==> src/design/bcpg_pkg.sv <==
// Shared types and constants of the Bezier curve point generator.
// Used by the controller, the datapath and the top level; no dependencies.
package bcpg_pkg;

	localparam int FRAC_BITS = 16;
	localparam int COORD_W = 32;
	localparam int NUM_POINTS = 12;
	localparam int NUM_CTRL = 4;
	localparam int NUM_AXES = 3;
	localparam int IDX_W = 6;
	localparam int SEG_W = 6;
	localparam int CFG_IDX_W = 2;
	localparam int CFG_DATA_W = 6;
	localparam int T_W = FRAC_BITS + 1;
	localparam int DIV_CNT_W = 5;
	localparam int W_W = T_W;
	localparam int PROD_W = W_W + 1 + COORD_W;
	localparam int PAIR_W = PROD_W + 1;
	localparam int TOTAL_W = PROD_W + 2;

	localparam logic [SEG_W-1:0] MAX_SEGMENTS = 6'd63;
	localparam logic [SEG_W-1:0] MIN_SEG_QUAD = 6'd3;
	localparam logic [SEG_W-1:0] MIN_SEG_CUBIC = 6'd4;
	localparam logic [SEG_W-1:0] RESET_SEGMENTS = 6'd16;
	localparam logic [T_W-1:0] T_ONE = T_W'(1) << FRAC_BITS;
	localparam logic [DIV_CNT_W-1:0] DIV_LAST_STEP = DIV_CNT_W'(T_W - 1);

	localparam logic [CFG_IDX_W-1:0] CFG_CURVE_MODE = 2'd0;
	localparam logic [CFG_IDX_W-1:0] CFG_SEGMENT_COUNT = 2'd1;

	typedef struct packed {
		logic start;
		logic div_step;
		logic div_first;
		logic issue;
		logic last;
		logic [IDX_W-1:0] index;
		logic [SEG_W-1:0] seg_n;
		logic cubic;
	} cmd_t;

	typedef struct packed {
		logic advance;
		logic final_done;
	} status_t;

endpackage

==> src/design/bcpg_ctrl.sv <==
// Controller of the Bezier curve point generator: configuration registers,
// request sequencing (divide, sample issue, drain). Depends on bcpg_pkg.
module bcpg_ctrl (
	input  logic clk,
	input  logic arst_n,
	input  logic cfg_write,
	input  logic [bcpg_pkg::CFG_IDX_W-1:0] cfg_index,
	input  logic [bcpg_pkg::CFG_DATA_W-1:0] cfg_data,
	input  logic in_valid,
	output logic in_stall,
	input  bcpg_pkg::status_t status,
	output bcpg_pkg::cmd_t cmd
);

	typedef enum logic [3:0] {
		ST_IDLE   = 4'b0001,
		ST_DIVIDE = 4'b0010,
		ST_RUN    = 4'b0100,
		ST_DRAIN  = 4'b1000
	} state_t;

	state_t state_q, state_d;
	logic mode_q;
	logic [bcpg_pkg::SEG_W-1:0] seg_q;
	logic [bcpg_pkg::SEG_W-1:0] n_q;
	logic [bcpg_pkg::DIV_CNT_W-1:0] cnt_q;
	logic [bcpg_pkg::IDX_W-1:0] index_q;
	logic [bcpg_pkg::SEG_W-1:0] seg_min;
	logic [bcpg_pkg::SEG_W-1:0] n_eff;
	logic accept;

	always_comb begin
		seg_min = mode_q ? bcpg_pkg::MIN_SEG_CUBIC : bcpg_pkg::MIN_SEG_QUAD;
		n_eff = seg_q;
		if (n_eff > bcpg_pkg::MAX_SEGMENTS) begin
			n_eff = bcpg_pkg::MAX_SEGMENTS;
		end
		if (n_eff < seg_min) begin
			n_eff = seg_min;
		end
	end

	assign in_stall = (state_q != ST_IDLE);
	assign accept = in_valid && (state_q == ST_IDLE);

	always_comb begin
		state_d = state_q;
		cmd.start = 1'b0;
		cmd.div_step = 1'b0;
		cmd.div_first = (cnt_q == '0);
		cmd.issue = 1'b0;
		cmd.last = (index_q == n_q);
		cmd.index = index_q;
		cmd.seg_n = n_eff;
		cmd.cubic = mode_q;
		case (state_q)
			ST_IDLE: begin
				if (accept) begin
					cmd.start = 1'b1;
					state_d = ST_DIVIDE;
				end
			end
			ST_DIVIDE: begin
				cmd.div_step = 1'b1;
				if (cnt_q == bcpg_pkg::DIV_LAST_STEP) begin
					state_d = ST_RUN;
				end
			end
			ST_RUN: begin
				cmd.issue = status.advance;
				if (status.advance && (index_q == n_q)) begin
					state_d = ST_DRAIN;
				end
			end
			ST_DRAIN: begin
				if (status.final_done) begin
					state_d = ST_IDLE;
				end
			end
			default: begin
				state_d = ST_IDLE;
			end
		endcase
	end

	always_ff @(posedge clk or negedge arst_n) begin
		if (!arst_n) begin
			state_q <= ST_IDLE;
			mode_q <= 1'b1;
			seg_q <= bcpg_pkg::RESET_SEGMENTS;
			n_q <= bcpg_pkg::RESET_SEGMENTS;
			cnt_q <= '0;
			index_q <= '0;
		end else begin
			state_q <= state_d;
			if (cfg_write) begin
				case (cfg_index)
					bcpg_pkg::CFG_CURVE_MODE: mode_q <= cfg_data[0];
					bcpg_pkg::CFG_SEGMENT_COUNT: seg_q <= cfg_data;
					default: ;
				endcase
			end
			if (accept) begin
				n_q <= n_eff;
				cnt_q <= '0;
				index_q <= '0;
			end
			if (cmd.div_step) begin
				cnt_q <= cnt_q + 1'b1;
			end
			if (cmd.issue) begin
				index_q <= index_q + 1'b1;
			end
		end
	end

endmodule

==> config.mk <==
export PLATFORM = sky130hd
export DESIGN_NAME = bcpg_ctrl
export DESIGN_NICKNAME = d
export VERILOG_FILES = /design/src/design/bcpg_pkg.sv /design/src/design/bcpg_ctrl.sv
export SDC_FILE = /design/constraint.sdc
export NUM_CORES = 1
export LEC_CHECK = 0
export ABC_AREA = 0
export BUFFER_PORTS_ARGS = -buffer_cell sky130_fd_sc_hd__buf_2
export CORE_MARGIN = 1
export CORE_UTILIZATION = 45
export CTS_CLUSTER_DIAMETER = 150
export DETAILED_ROUTE_END_ITERATION = 10
export MAX_ROUTING_LAYER = met4
export PLACE_DENSITY = 0.68
export SKIP_CTS_REPAIR_TIMING = 1
export SLEW_MARGIN = 15
export SYNTH_ARGS = -nofsm -noshare
export SYNTH_HDL_FRONTEND = slang
export SYNTH_SLANG_ARGS = --single-unit
==> constraint.sdc <==
create_clock -name clk -period 2.8 [get_ports clk]
set_input_delay 0.56 -clock clk [delete_from_list [all_inputs] [get_ports clk]]
set_output_delay 0.56 -clock clk [all_outputs]
set_load 0.02 [all_outputs]
* After elaboration in Yosys (flattened, before gate mapping)
Index checks and enable logic that the tools add are counted.
** Word-level totals
- Bits in registers :: 28
- Output and inout port bits :: 19
** Operators by class
- Reduce and logical (&&, ||, !) cells :: 9
- $lt $le $gt $ge :: 2
- Equality and inequality tests :: 12
- Mux-type cells :: 16
- Add/sub/neg operators :: 2
** Operators by type and width (number)
- $mux W6 :: 4
- $mux W4 :: 4
- $pmux W4 S4 :: 1
- $mux W5 :: 2
- $ne A2 B2 Y1 const B :: 4
- $add A6 B1 Y6 const B :: 1
- $eq A6 B6 Y1 :: 1
- $gt A6 B6 Y1 const B :: 1
- $lt A6 B3 Y1 :: 1
- $add A5 B1 Y5 const B :: 1
- $eq A5 B5 Y1 const B :: 1
- $logic_not A5 Y1 :: 1
- $eq A4 B1 Y1 const B :: 1
- $eq A4 B2 Y1 const B :: 1
- $eq A4 B3 Y1 const B :: 1
- $eq A4 B4 Y1 const B :: 1
- $mux W1 :: 4
- $ne A4 B1 Y1 const B :: 1
- $reduce_and A2 Y1 :: 2
- $reduce_and A4 Y1 :: 1
- $reduce_bool A2 Y1 :: 2
- $mux W3 :: 1
- $eq A2 B1 Y1 const B :: 1
- $logic_and A1 B1 Y1 :: 2
- $logic_not A2 Y1 :: 1

* Longest topological paths before layout
Gate-level depths: netlist of the first run.
- Depth after elaboration :: 4
- Mapped depth :: 7

* Worst setup path before layout of the first run
Ideal clock, no wire load.
- Kind :: register to output
- From :: register mode_q
- To :: output cmd[3] in the netlist's numbering
- Arrival :: 1.547 ns
- Path slack :: 0.693 ns
- Stages on the path, launching flop included :: 6
- Path through :: dfstp_2 > inv_1 > ha_1 > nor4_2 > nand2_1 > o2bb2ai_1
** RTL lines
- start: declaration :: RTL line bcpg_ctrl.sv:23 : logic mode_q;
- start signal: assignment :: RTL line bcpg_ctrl.sv:98 : bcpg_pkg::CFG_CURVE_MODE: mode_q <= cfg_data[0];
- end: declaration :: RTL line bcpg_ctrl.sv:12 : output bcpg_pkg::cmd_t cmd

==> results.sh, run 1 <==
export IMPL_fin_area_um2=1750
export IMPL_drtPass1Iterations=4
export IMPL_setup_tns_ns=0
export IMPL_synth_compound_area_frac=0.0974
export IMPL_h_tree_depth=1
export IMPL_cts_buffers_inserted=3
export IMPL_synth_edf_count=0
export IMPL_grt_first_pass_wirelength_um=5020
export IMPL_synthMuxAreaShare=0.130
export IMPL_peakVddDrop_mv=0.348
export IMPL_diodes=0
export IMPL_pin_count=33
export IMPL_power_frac_clock=0.195
export IMPL_rsz0062_at_grt="no"
export IMPL_synthXorXnorAreaFrac=0.0462
export IMPL_reg2reg_from="mode_q"
export IMPL_core_area_um2=3130
export IMPL_clk_latency_ns=0.32
export IMPL_seqPwrFrac=0.446
export IMPL_viasPerCell=5.40
export IMPL_max_cap_viol_count=0
export IMPL_synth_top_family_by_area="simple AND/OR/NAND/NOR gates"
export IMPL_hold_viol=0
export IMPL_grt_overflow=0
export IMPL_synthAdderAreaFrac=0.0413
export IMPL_antenna_found_initial=0
export IMPL_status="completed"
export IMPL_grt_pass1_vias=1136
export IMPL_clk_pin_slew_ns=0.16
export IMPL_final_common_cell="buf_2"
export IMPL_syn_to_final_growth_pct=15.3
export IMPL_vias=1161
export IMPL_async_reset_ff_frac=1.00
export IMPL_placed_cells=211
export IMPL_hold_class="in -> async"
export IMPL_layout_setup_ws_ns=0.178
export IMPL_switchingPower_mw=0.484
export IMPL_pre_cts_slack_ns=0.473
export IMPL_timing_reg2reg_setup_slack_ns=0.88
export IMPL_final_cells=215
export IMPL_min_period_ns=2.62
export IMPL_drc=0
export IMPL_syn_num_nets=162
export IMPL_clockBufferDepth=2
export IMPL_power_internal_mw=0.877
export IMPL_floorplan_initialDensity=0.485
export IMPL_die_area_um2=3610
export IMPL_cts_tree="yes"
export IMPL_fp_dieW_um=60.1
export IMPL_ant_nets=0
export IMPL_critPathLaunchType="flop"
export IMPL_setup_violations=0
export IMPL_relSlewSlack=0.586
export IMPL_dp_hpwl_um=2210
export IMPL_crit_fanout=5
export IMPL_whs_ns=0.227
export IMPL_arrival_ns=2.06
export IMPL_wl_per_cell_um=13.5
export IMPL_syn_avg_cell_area_um2=10.6
export IMPL_finalMaxSlewViolations=0
export IMPL_drive_gt1_frac=0.339
export IMPL_sw_frac_of_total=0.355
export IMPL_post_route_period_util=0.936
export IMPL_synth_warnings=0
export IMPL_ys_seq_area_frac=0.465
export IMPL_netlist_area_um2=1520
export IMPL_path_class="reg -> out"
export IMPL_endpoint_kind="output pin"
export IMPL_gp_congestion=0.809
export IMPL_root_buffer="clkbuf_4"
export IMPL_synth_seq_cells=28
export IMPL_clock_skew_ns=0.00485
export IMPL_grt_usage=0.192
export IMPL_r2r_end="n_q[1]"
export IMPL_ys_types=42
export IMPL_power_mw=1.36
export IMPL_yosys_area_share_simple=0.165
export IMPL_grt_max_degree=29
export IMPL_drt_initial_drc_count=28
export IMPL_nets=191
export IMPL_syn_inst=143
export IMPL_dpl_cell_area_um2=1690
export IMPL_std_cell_rows=20
export IMPL_synthFlopType="dfrtp_1"
export IMPL_clock_sinks=28
export IMPL_worstMarginPinSlew_ns=0.622
export IMPL_total_leakage_power_nw=0.819
export IMPL_final_util=0.559
export IMPL_required_ns=2.24
export IMPL_fmax_mhz=381
export IMPL_routed_wl_um=2900
export IMPL_port_buffers=32
export IMPL_comb_power_share=0.359
export IMPL_rr_worst_depth=6
export IMPL_final_cell_mix="32 x buf_2, 24 x dfrtp_1, 16 x nand2_1, 10 x mux2_2"
export IMPL_fp_dieH_um=60.1
export IMPL_power_density_nw_per_um2=778
==> state kept, by name (all words and copies together) (netlist names) <==
name / flops
index_q: 6
n_q: 6
seg_q: 6
cnt_q: 5
state_q: 4
mode_q: 1
==> worst max-delay path, stage by stage, from the launching register on <==
cell and delay, ns:
dfstp_2 0.59, inv_1 0.09, ha_1 0.24, nor4_4 0.24, o21ai_1 0.16, a32o_1 0.25
buf_2 0.16
==> how the worst max path moves through the flow <==
stage,slack (ns),endpoint,from
2_1_floorplan,0.69,cmd[3],mode_q
3_3_place_gp,0.65,cmd[2],mode_q
3_5_place_dp,0.47,cmd[2],mode_q
4_1_cts,0.08,cmd[2],mode_q
5_1_grt,0.02,cmd[3],mode_q
6_report,0.18,cmd[2],mode_q
==> Yosys cell counts (2+ instances only) <==
cell type,n,area share
inv_1,5,0.012
buf_2,2,0.0066
nor3_1,4,0.013
or4b_1,2,0.013
inv_2,2,0.0050
o21ai_1,7,0.023
dfrtp_1,24,0.40
nand3_1,7,0.023
mux2_1,3,0.022
o21ai_0,6,0.020
nand2_1,16,0.040
mux2i_1,5,0.033
buf_4,2,0.0099
xor2_1,4,0.023
nand4_1,2,0.0082
clkbuf_1,3,0.0074
nor4b_2,2,0.020
a21oi_1,2,0.0066
o2bb2ai_1,2,0.012
mux2_2,10,0.074
ha_1,5,0.041
xnor2_1,4,0.023
nor2_1,2,0.0050
dfstp_2,4,0.069
==> layer usage <==
metal,GRT usage,wire (um)
met5,-,0
met4,0.0598,16
met3,0.0195,106
met2,0.313,1420
met1,0.252,1360
==> layout make-up <==
class                           count  area [um^2]
Fill cell                         297         1380
Sequential cell                    28          706
Inverter                            8         31.3
Clock inverter                      1         30.0
Timing Repair Buffer               33          168
Multi-Input combinational cell     98          736
Clock buffer                        3         22.5
Tap cell                           44         55.1
==> cell families after synthesis <==
kind of cell               after synthesis
AOI/OAI and AO/OA                       24
xor gates and xnor gates                 8
adders and majority gates                5
buffers and inverters                   17
DFF                                     28
muxes                                   18
and+or+nand+nor                         43
==> power by group through the flow <==
stage / clock, mW / sequential (mW) / combinational (mW)
floorplan: 0 / 0.568 / 0.419
global placement: 0 / 0.611 / 0.472
detailed placement: 0 / 0.615 / 0.484
CTS: 0.272 / 0.605 / 0.487
global route: 0.288 / 0.625 / 0.543
finish: 0.265 / 0.607 / 0.488
Note: power is estimated with default switching activity, not from simulation.
==> run 2: changes to the inputs <==
CORE_ASPECT_RATIO = 1.75   (was not set)
PLACE_DENSITY = not set   (was 0.68)
PLACE_DENSITY_LB_ADDON = 0.3   (was not set)
==> run 2 against run 1 <==
Clock power is 5% lower. Global-route usage is 1.0 points higher. Sequential power hardly changed. Total power is 0.84% lower. Combinational power hardly changed. Via count is 2.2% higher. Count of clock-buffer cells in the layout is 1 higher. Utilization is 1.1 points lower. First-iteration DRC count is 11% lower. Non-clock buffer count stayed put.
==> results.sh, run 2 (synthesis gave the netlist of run 1 again) <==
export IMPL_peakVddDrop_mv=0.574
export IMPL_rr_worst_depth=6
export IMPL_endpoint="cmd[2]"
export IMPL_clock_skew_ns=0.00278
export IMPL_path_depth=6
export IMPL_fp_dieH_um=78.8
export IMPL_drtPass1Iterations=4
export IMPL_power_density_nw_per_um2=775
export IMPL_final_util=0.548
export IMPL_ant_nets=0
export IMPL_dp_hpwl_um=2400
export IMPL_hold_class="in -> async"
export IMPL_clk_latency_ns=0.27
export IMPL_path_class="reg -> out"
export IMPL_endpoint_kind="output pin"
export IMPL_wl_per_cell_um=14.4
export IMPL_core_area_um2=3180
export IMPL_port_buffers=32
export IMPL_drc=0
export IMPL_power_frac_clock=0.188
export IMPL_setup_tns_ns=0
export IMPL_clock_sinks=28
export IMPL_viasPerCell=5.55
export IMPL_sw_frac_of_total=0.364
export IMPL_min_period_ns=2.60
export IMPL_grt_pass1_vias=1219
export IMPL_grt_usage=0.202
export IMPL_cp_buffers_inverters=2
export IMPL_final_common_cell="buf_2"
export IMPL_fp_dieW_um=45.9
export IMPL_diodes=0
export IMPL_arrival_ns=2.04
export IMPL_clk_pin_slew_ns=0.10
export IMPL_pin_count=33
export IMPL_drt_initial_drc_count=25
export IMPL_fmax_mhz=385
export IMPL_setup_violations=0
export IMPL_seqPwrFrac=0.449
export IMPL_finalMaxSlewViolations=0
export IMPL_crit_chain="inv_1 -> ha_1 -> nor4_2 -> o21ai_1 -> a32o_1 -> buf_2"
export IMPL_die_area_um2=3620
export IMPL_required_ns=2.24
export IMPL_syn_to_final_growth_pct=14.8
export IMPL_nets=191
export IMPL_rsz0062_at_grt="no"
export IMPL_floorplan_initialDensity=0.478
export IMPL_max_cap_viol_count=0
export IMPL_grt_max_degree=29
export IMPL_total_leakage_power_nw=0.819
export IMPL_reg2reg_from="mode_q"
export IMPL_comb_power_share=0.363
export IMPL_h_tree_depth=1
export IMPL_post_route_period_util=0.929
export IMPL_r2r_end="n_q[1]"
export IMPL_hold_viol=0
export IMPL_worstMarginPinSlew_ns=0.620
export IMPL_relSlewSlack=0.587
export IMPL_root_buffer="clkbuf_8"
export IMPL_grt_overflow=0
export IMPL_final_cell_mix="32 x buf_2, 24 x dfrtp_1, 16 x nand2_1, 10 x mux2_2"
export IMPL_routed_wl_um=3070
export IMPL_std_cell_rows=27
export IMPL_timing_reg2reg_setup_slack_ns=0.83
export IMPL_power_internal_mw=0.858
export IMPL_drive_gt1_frac=0.339
export IMPL_status="completed"
export IMPL_crit_start="mode_q"
export IMPL_critPathLaunchType="flop"
export IMPL_cts_tree="yes"
export IMPL_grt_first_pass_wirelength_um=5280
export IMPL_switchingPower_mw=0.491
export IMPL_critPathMaxStageDelay_ns=0.58
export IMPL_crit_family="flip-flops"
export IMPL_antenna_found_initial=0
export IMPL_crit_fanout=5
export IMPL_gp_congestion=0.716
export IMPL_critPathSlowestCell="dfstp_2"
export IMPL_vias=1187
export IMPL_clockBufferDepth=2
export IMPL_whs_ns=0.290
export IMPL_cts_buffers_inserted=3
export IMPL_reg_top3="index_q x6, n_q x6, seg_q x6"
-- run 2: cell types whose count changed in the layout (fill, tap and decap cells not counted) --
cell | before | now
nor4_4 | 1 | 0
clkbuf_4 | 3 | 0
clkbuf_8 | 0 | 4
bufinv_16 | 1 | 0
nor4_2 | 0 | 1
-- run 2: area by class of cell --
cell class                 instances  area, um^2
timing repair buffer              33         168
fill                             306        1440
inverter                           8        31.3
sequential                        28         706
multi-input combinational         98         727
tap                               43        53.8
clock buffer                       4        55.1
-- run 2: stage by stage --
| stage | setup slack [ns] | cell area (um^2) | total power, mW | std cells |
|---|---|---|---|---|
| floorplan | 0.693 | 1520 | 0.986 | 143 |
| global placement | 0.652 | 1690 | 1.08 | 210 |
| detailed placement | 0.538 | 1690 | 1.11 | 210 |
| CTS | 0.220 | 1740 | 1.36 | 214 |
| global route | 0.131 | 1740 | 1.43 | 214 |
| finish | 0.200 | 1740 | 1.35 | 214 |
-- run 2: layer usage --
layer / routed length (um) / global-route usage / part of all wire
met1: 1190 / 0.219 / 0.39
met2: 1730 / 0.366 / 0.56
met3: 102 / 0.0205 / 0.033
met4: 48 / 0.0618 / 0.016
met5: 0 / - / 0
-- run 2: worst min path at each step --
stage                     slack (ns)  depth (start not counted)       start          to
after floorplan                 0.26                          0      arst_n    cnt_q[0]
after global placement          0.50                          1      n_q[3]      n_q[3]
after detailed placement        0.52                          1  index_q[5]  index_q[5]
after CTS                       0.31                          1      arst_n      n_q[2]
after global routing            0.34                          1      arst_n    cnt_q[2]
final                           0.29                          1      arst_n    cnt_q[3]
-- run 2: power by group through the flow --
| stage | sequential, mW | clock (mW) | combinational (mW) |
|---|---|---|---|
| finish | 0.606 | 0.253 | 0.490 |
| CTS | 0.608 | 0.252 | 0.498 |
| floorplan | 0.568 | 0 | 0.419 |
| global placement | 0.611 | 0 | 0.471 |
| detailed placement | 0.616 | 0 | 0.491 |
| global route | 0.622 | 0.270 | 0.541 |
==> run 3: changes to the inputs <==
ABC_AREA = 1   (was 0)
==> run 3 against run 2 <==
First-iteration DRC count grew 24%. Global-route usage shrank 1.5 points. Utilization grew 1.2 points. Sequential share of layout area shrank 1.3 points. Design area grew 3.3%. Critical endpoint is now cmd[3]. Clock skew grew 0.0032 ns. Non-clock buffer count is the same. Register-to-register slack gained 0.46 ns. Setup slack gained 0.23 ns. Count of clock-buffer cells in the layout is the same. Maximum frequency grew 9.9%. Die area grew 2.7%.
==> results.sh, run 3 <==
export IMPL_status="completed"
export IMPL_synthTopCellsByArea="dfrtp_1 39%, nand2_1 13%, dfstp_2 6.7%, inv_1 6.3%, ha_1 4.0%"
export IMPL_cts_tree="yes"
export IMPL_reg_top3="index_q x6, n_q x6, seg_q x6"
export IMPL_viasPerCell=4.89
export IMPL_syn_to_final_growth_pct=15.3
export IMPL_synth_top_area_share=0.385
export IMPL_grt_usage=0.188
export IMPL_root_buffer="clkbuf_8"
export IMPL_hold_viol=0
export IMPL_setup_tns_ns=0
export IMPL_dp_hpwl_um=2320
export IMPL_clk_latency_ns=0.27
export IMPL_path_class="reg -> out"
export IMPL_min_period_ns=2.37
export IMPL_netlist_area_um2=1560
export IMPL_h_tree_depth=1
export IMPL_drive_gt1_frac=0.277
export IMPL_die_area_um2=3710
export IMPL_async_reset_ff_frac=1.00
export IMPL_reg2reg_from="mode_q"
export IMPL_grt_overflow=0
export IMPL_synthFlopType="dfrtp_1"
export IMPL_syn_avg_cell_area_um2=8.08
export IMPL_syn_inst=193
export IMPL_floorplan_initialDensity=0.486
export IMPL_required_ns=2.24
export IMPL_pin_count=33
export IMPL_fmax_mhz=423
export IMPL_drc=0
export IMPL_synth_seq_cells=28
export IMPL_final_cell_mix="52 x nand2_1, 32 x buf_2, 26 x inv_1, 24 x dfrtp_1, 13 x nor2_1"
export IMPL_total_leakage_power_nw=0.965
export IMPL_relSlewSlack=0.595
export IMPL_clock_skew_ns=0.00596
export IMPL_grt_first_pass_wirelength_um=5120
export IMPL_nets=244
export IMPL_max_cap_viol_count=0
export IMPL_synth_top_area_cell="dfrtp_1"
export IMPL_power_density_nw_per_um2=896
export IMPL_ys_seq_area_frac=0.453
export IMPL_antenna_found_initial=0
export IMPL_gp_congestion=0.816
export IMPL_cts_buffers_inserted=3
export IMPL_final_common_cell="nand2_1"
export IMPL_grt_pass1_vias=1289
export IMPL_finalMaxSlewViolations=0
export IMPL_arrival_ns=1.81
export IMPL_diodes=0
export IMPL_core_area_um2=3210
export IMPL_vias=1305
export IMPL_endpoint_kind="output pin"
export IMPL_crit_fanout=5
export IMPL_port_buffers=32
export IMPL_ys_types=36
export IMPL_grt_max_degree=29
export IMPL_final_cells=267
export IMPL_synth_warnings=0
export IMPL_drtPass1Iterations=4
export IMPL_wl_per_cell_um=11.0
export IMPL_crit_chain="ha_1 -> o21ai_0 -> nand2_1 -> nand2_1 -> nand4_1 -> and2_1 -> buf_2"
export IMPL_synth_common_cells="52 x nand2_1, 26 x inv_1, 24 x dfrtp_1"
export IMPL_post_route_period_util=0.845
export IMPL_multiInputGateArea_um2=693
export IMPL_critPathSlowestCell="dfstp_2"
export IMPL_synth_edf_count=0
export IMPL_setup_violations=0
export IMPL_crit_start="mode_q"
export IMPL_std_cell_rows=27
export IMPL_peakVddDrop_mv=0.490
export IMPL_n_fill_cell=318
export IMPL_syn_num_nets=212
export IMPL_clock_sinks=28
export IMPL_seq_area_um2=706
export IMPL_fp_dieW_um=46.5
export IMPL_critPathLaunchType="flop"
export IMPL_placed_cells=263
export IMPL_routed_wl_um=2920
export IMPL_yosysMostFrequentCell="nand2_1"
export IMPL_ant_nets=0
export IMPL_critPathMaxStageDelay_ns=0.58
export IMPL_fp_dieH_um=79.9
export IMPL_rsz0062_at_grt="no"
export IMPL_drt_initial_drc_count=31
export IMPL_clk_pin_slew_ns=0.09
export IMPL_worstMarginPinSlew_ns=0.607
export IMPL_hold_class="in -> async"
export IMPL_clockBufferDepth=2
export IMPL_power_mw=1.61
export IMPL_path_common_cell="nand2_1"
-- run 3: cell families after synthesis --
logic type / Yosys count / share of synthesized area
AOI/OAI and AO/OA: 25 / 0.0931
xor gates and xnor gates: 2 / 0.0112
adders and majority gates: 5 / 0.0401
buffers and inverters: 38 / 0.103
DFF: 28 / 0.453
muxes: 3 / 0.0217
and+or+nand+nor: 92 / 0.278
-- run 3: worst paths after layout --
kind                             to  slack, ns  cells past startpoint
setup reg to reg             n_q[2]       1.29                      7
min in group clk             mode_q       0.45                      2
max in group asynchronous  seg_q[2]       2.11                      1
hold reg to reg              n_q[3]       0.51                      2
setup / recovery             cmd[3]       0.43                      7
hold / removal             cnt_q[2]       0.29                      1
-- run 3: per-stage QoR --
| stage | area [um^2] | setup slack (ns) | hold slack [ns] | utilization |
|---|---|---|---|---|
| after global placement | 1740 | 0.801 | 0.489 | 0.543 |
| after detailed placement | 1740 | 0.765 | 0.494 | 0.543 |
| final | 1800 | 0.434 | 0.288 | 0.560 |
| after floorplan | 1560 | 0.901 | 0.264 | - |
| after global routing | 1800 | 0.306 | 0.339 | 0.560 |
| after CTS | 1800 | 0.453 | 0.312 | 0.560 |
-- run 3: metal layers --
layer / track usage / part of all wire
met1: 0.193 / 0.39
met2: 0.353 / 0.58
met3: 0.0204 / 0.025
met4: 0.0441 / 0.0065
met5: - / 0
-- run 3: power breakdown --
group	internal, mW	switching (mW)	leakage [nW]
sequential	0.535	0.0942	0.353
combinational	0.267	0.470	0.583
clock	0.126	0.119	0.0288
-- run 3: critical path: cells and delay by family (launching register included) --
family          cells  cell delay (ns)
compound gates      1             0.07
fa+ha+maj           1             0.23
buf+inv             1             0.15
flops               1             0.58
simple gates        4             0.51
-- run 3: final cells by class --
cell class              instances  area share
multi-input cells             127       0.386
flip-flops and latches         28       0.392
well taps                      43      0.0299
repair buffers                 33      0.0933
inverters                      32      0.0682
clock buffers                   4      0.0306
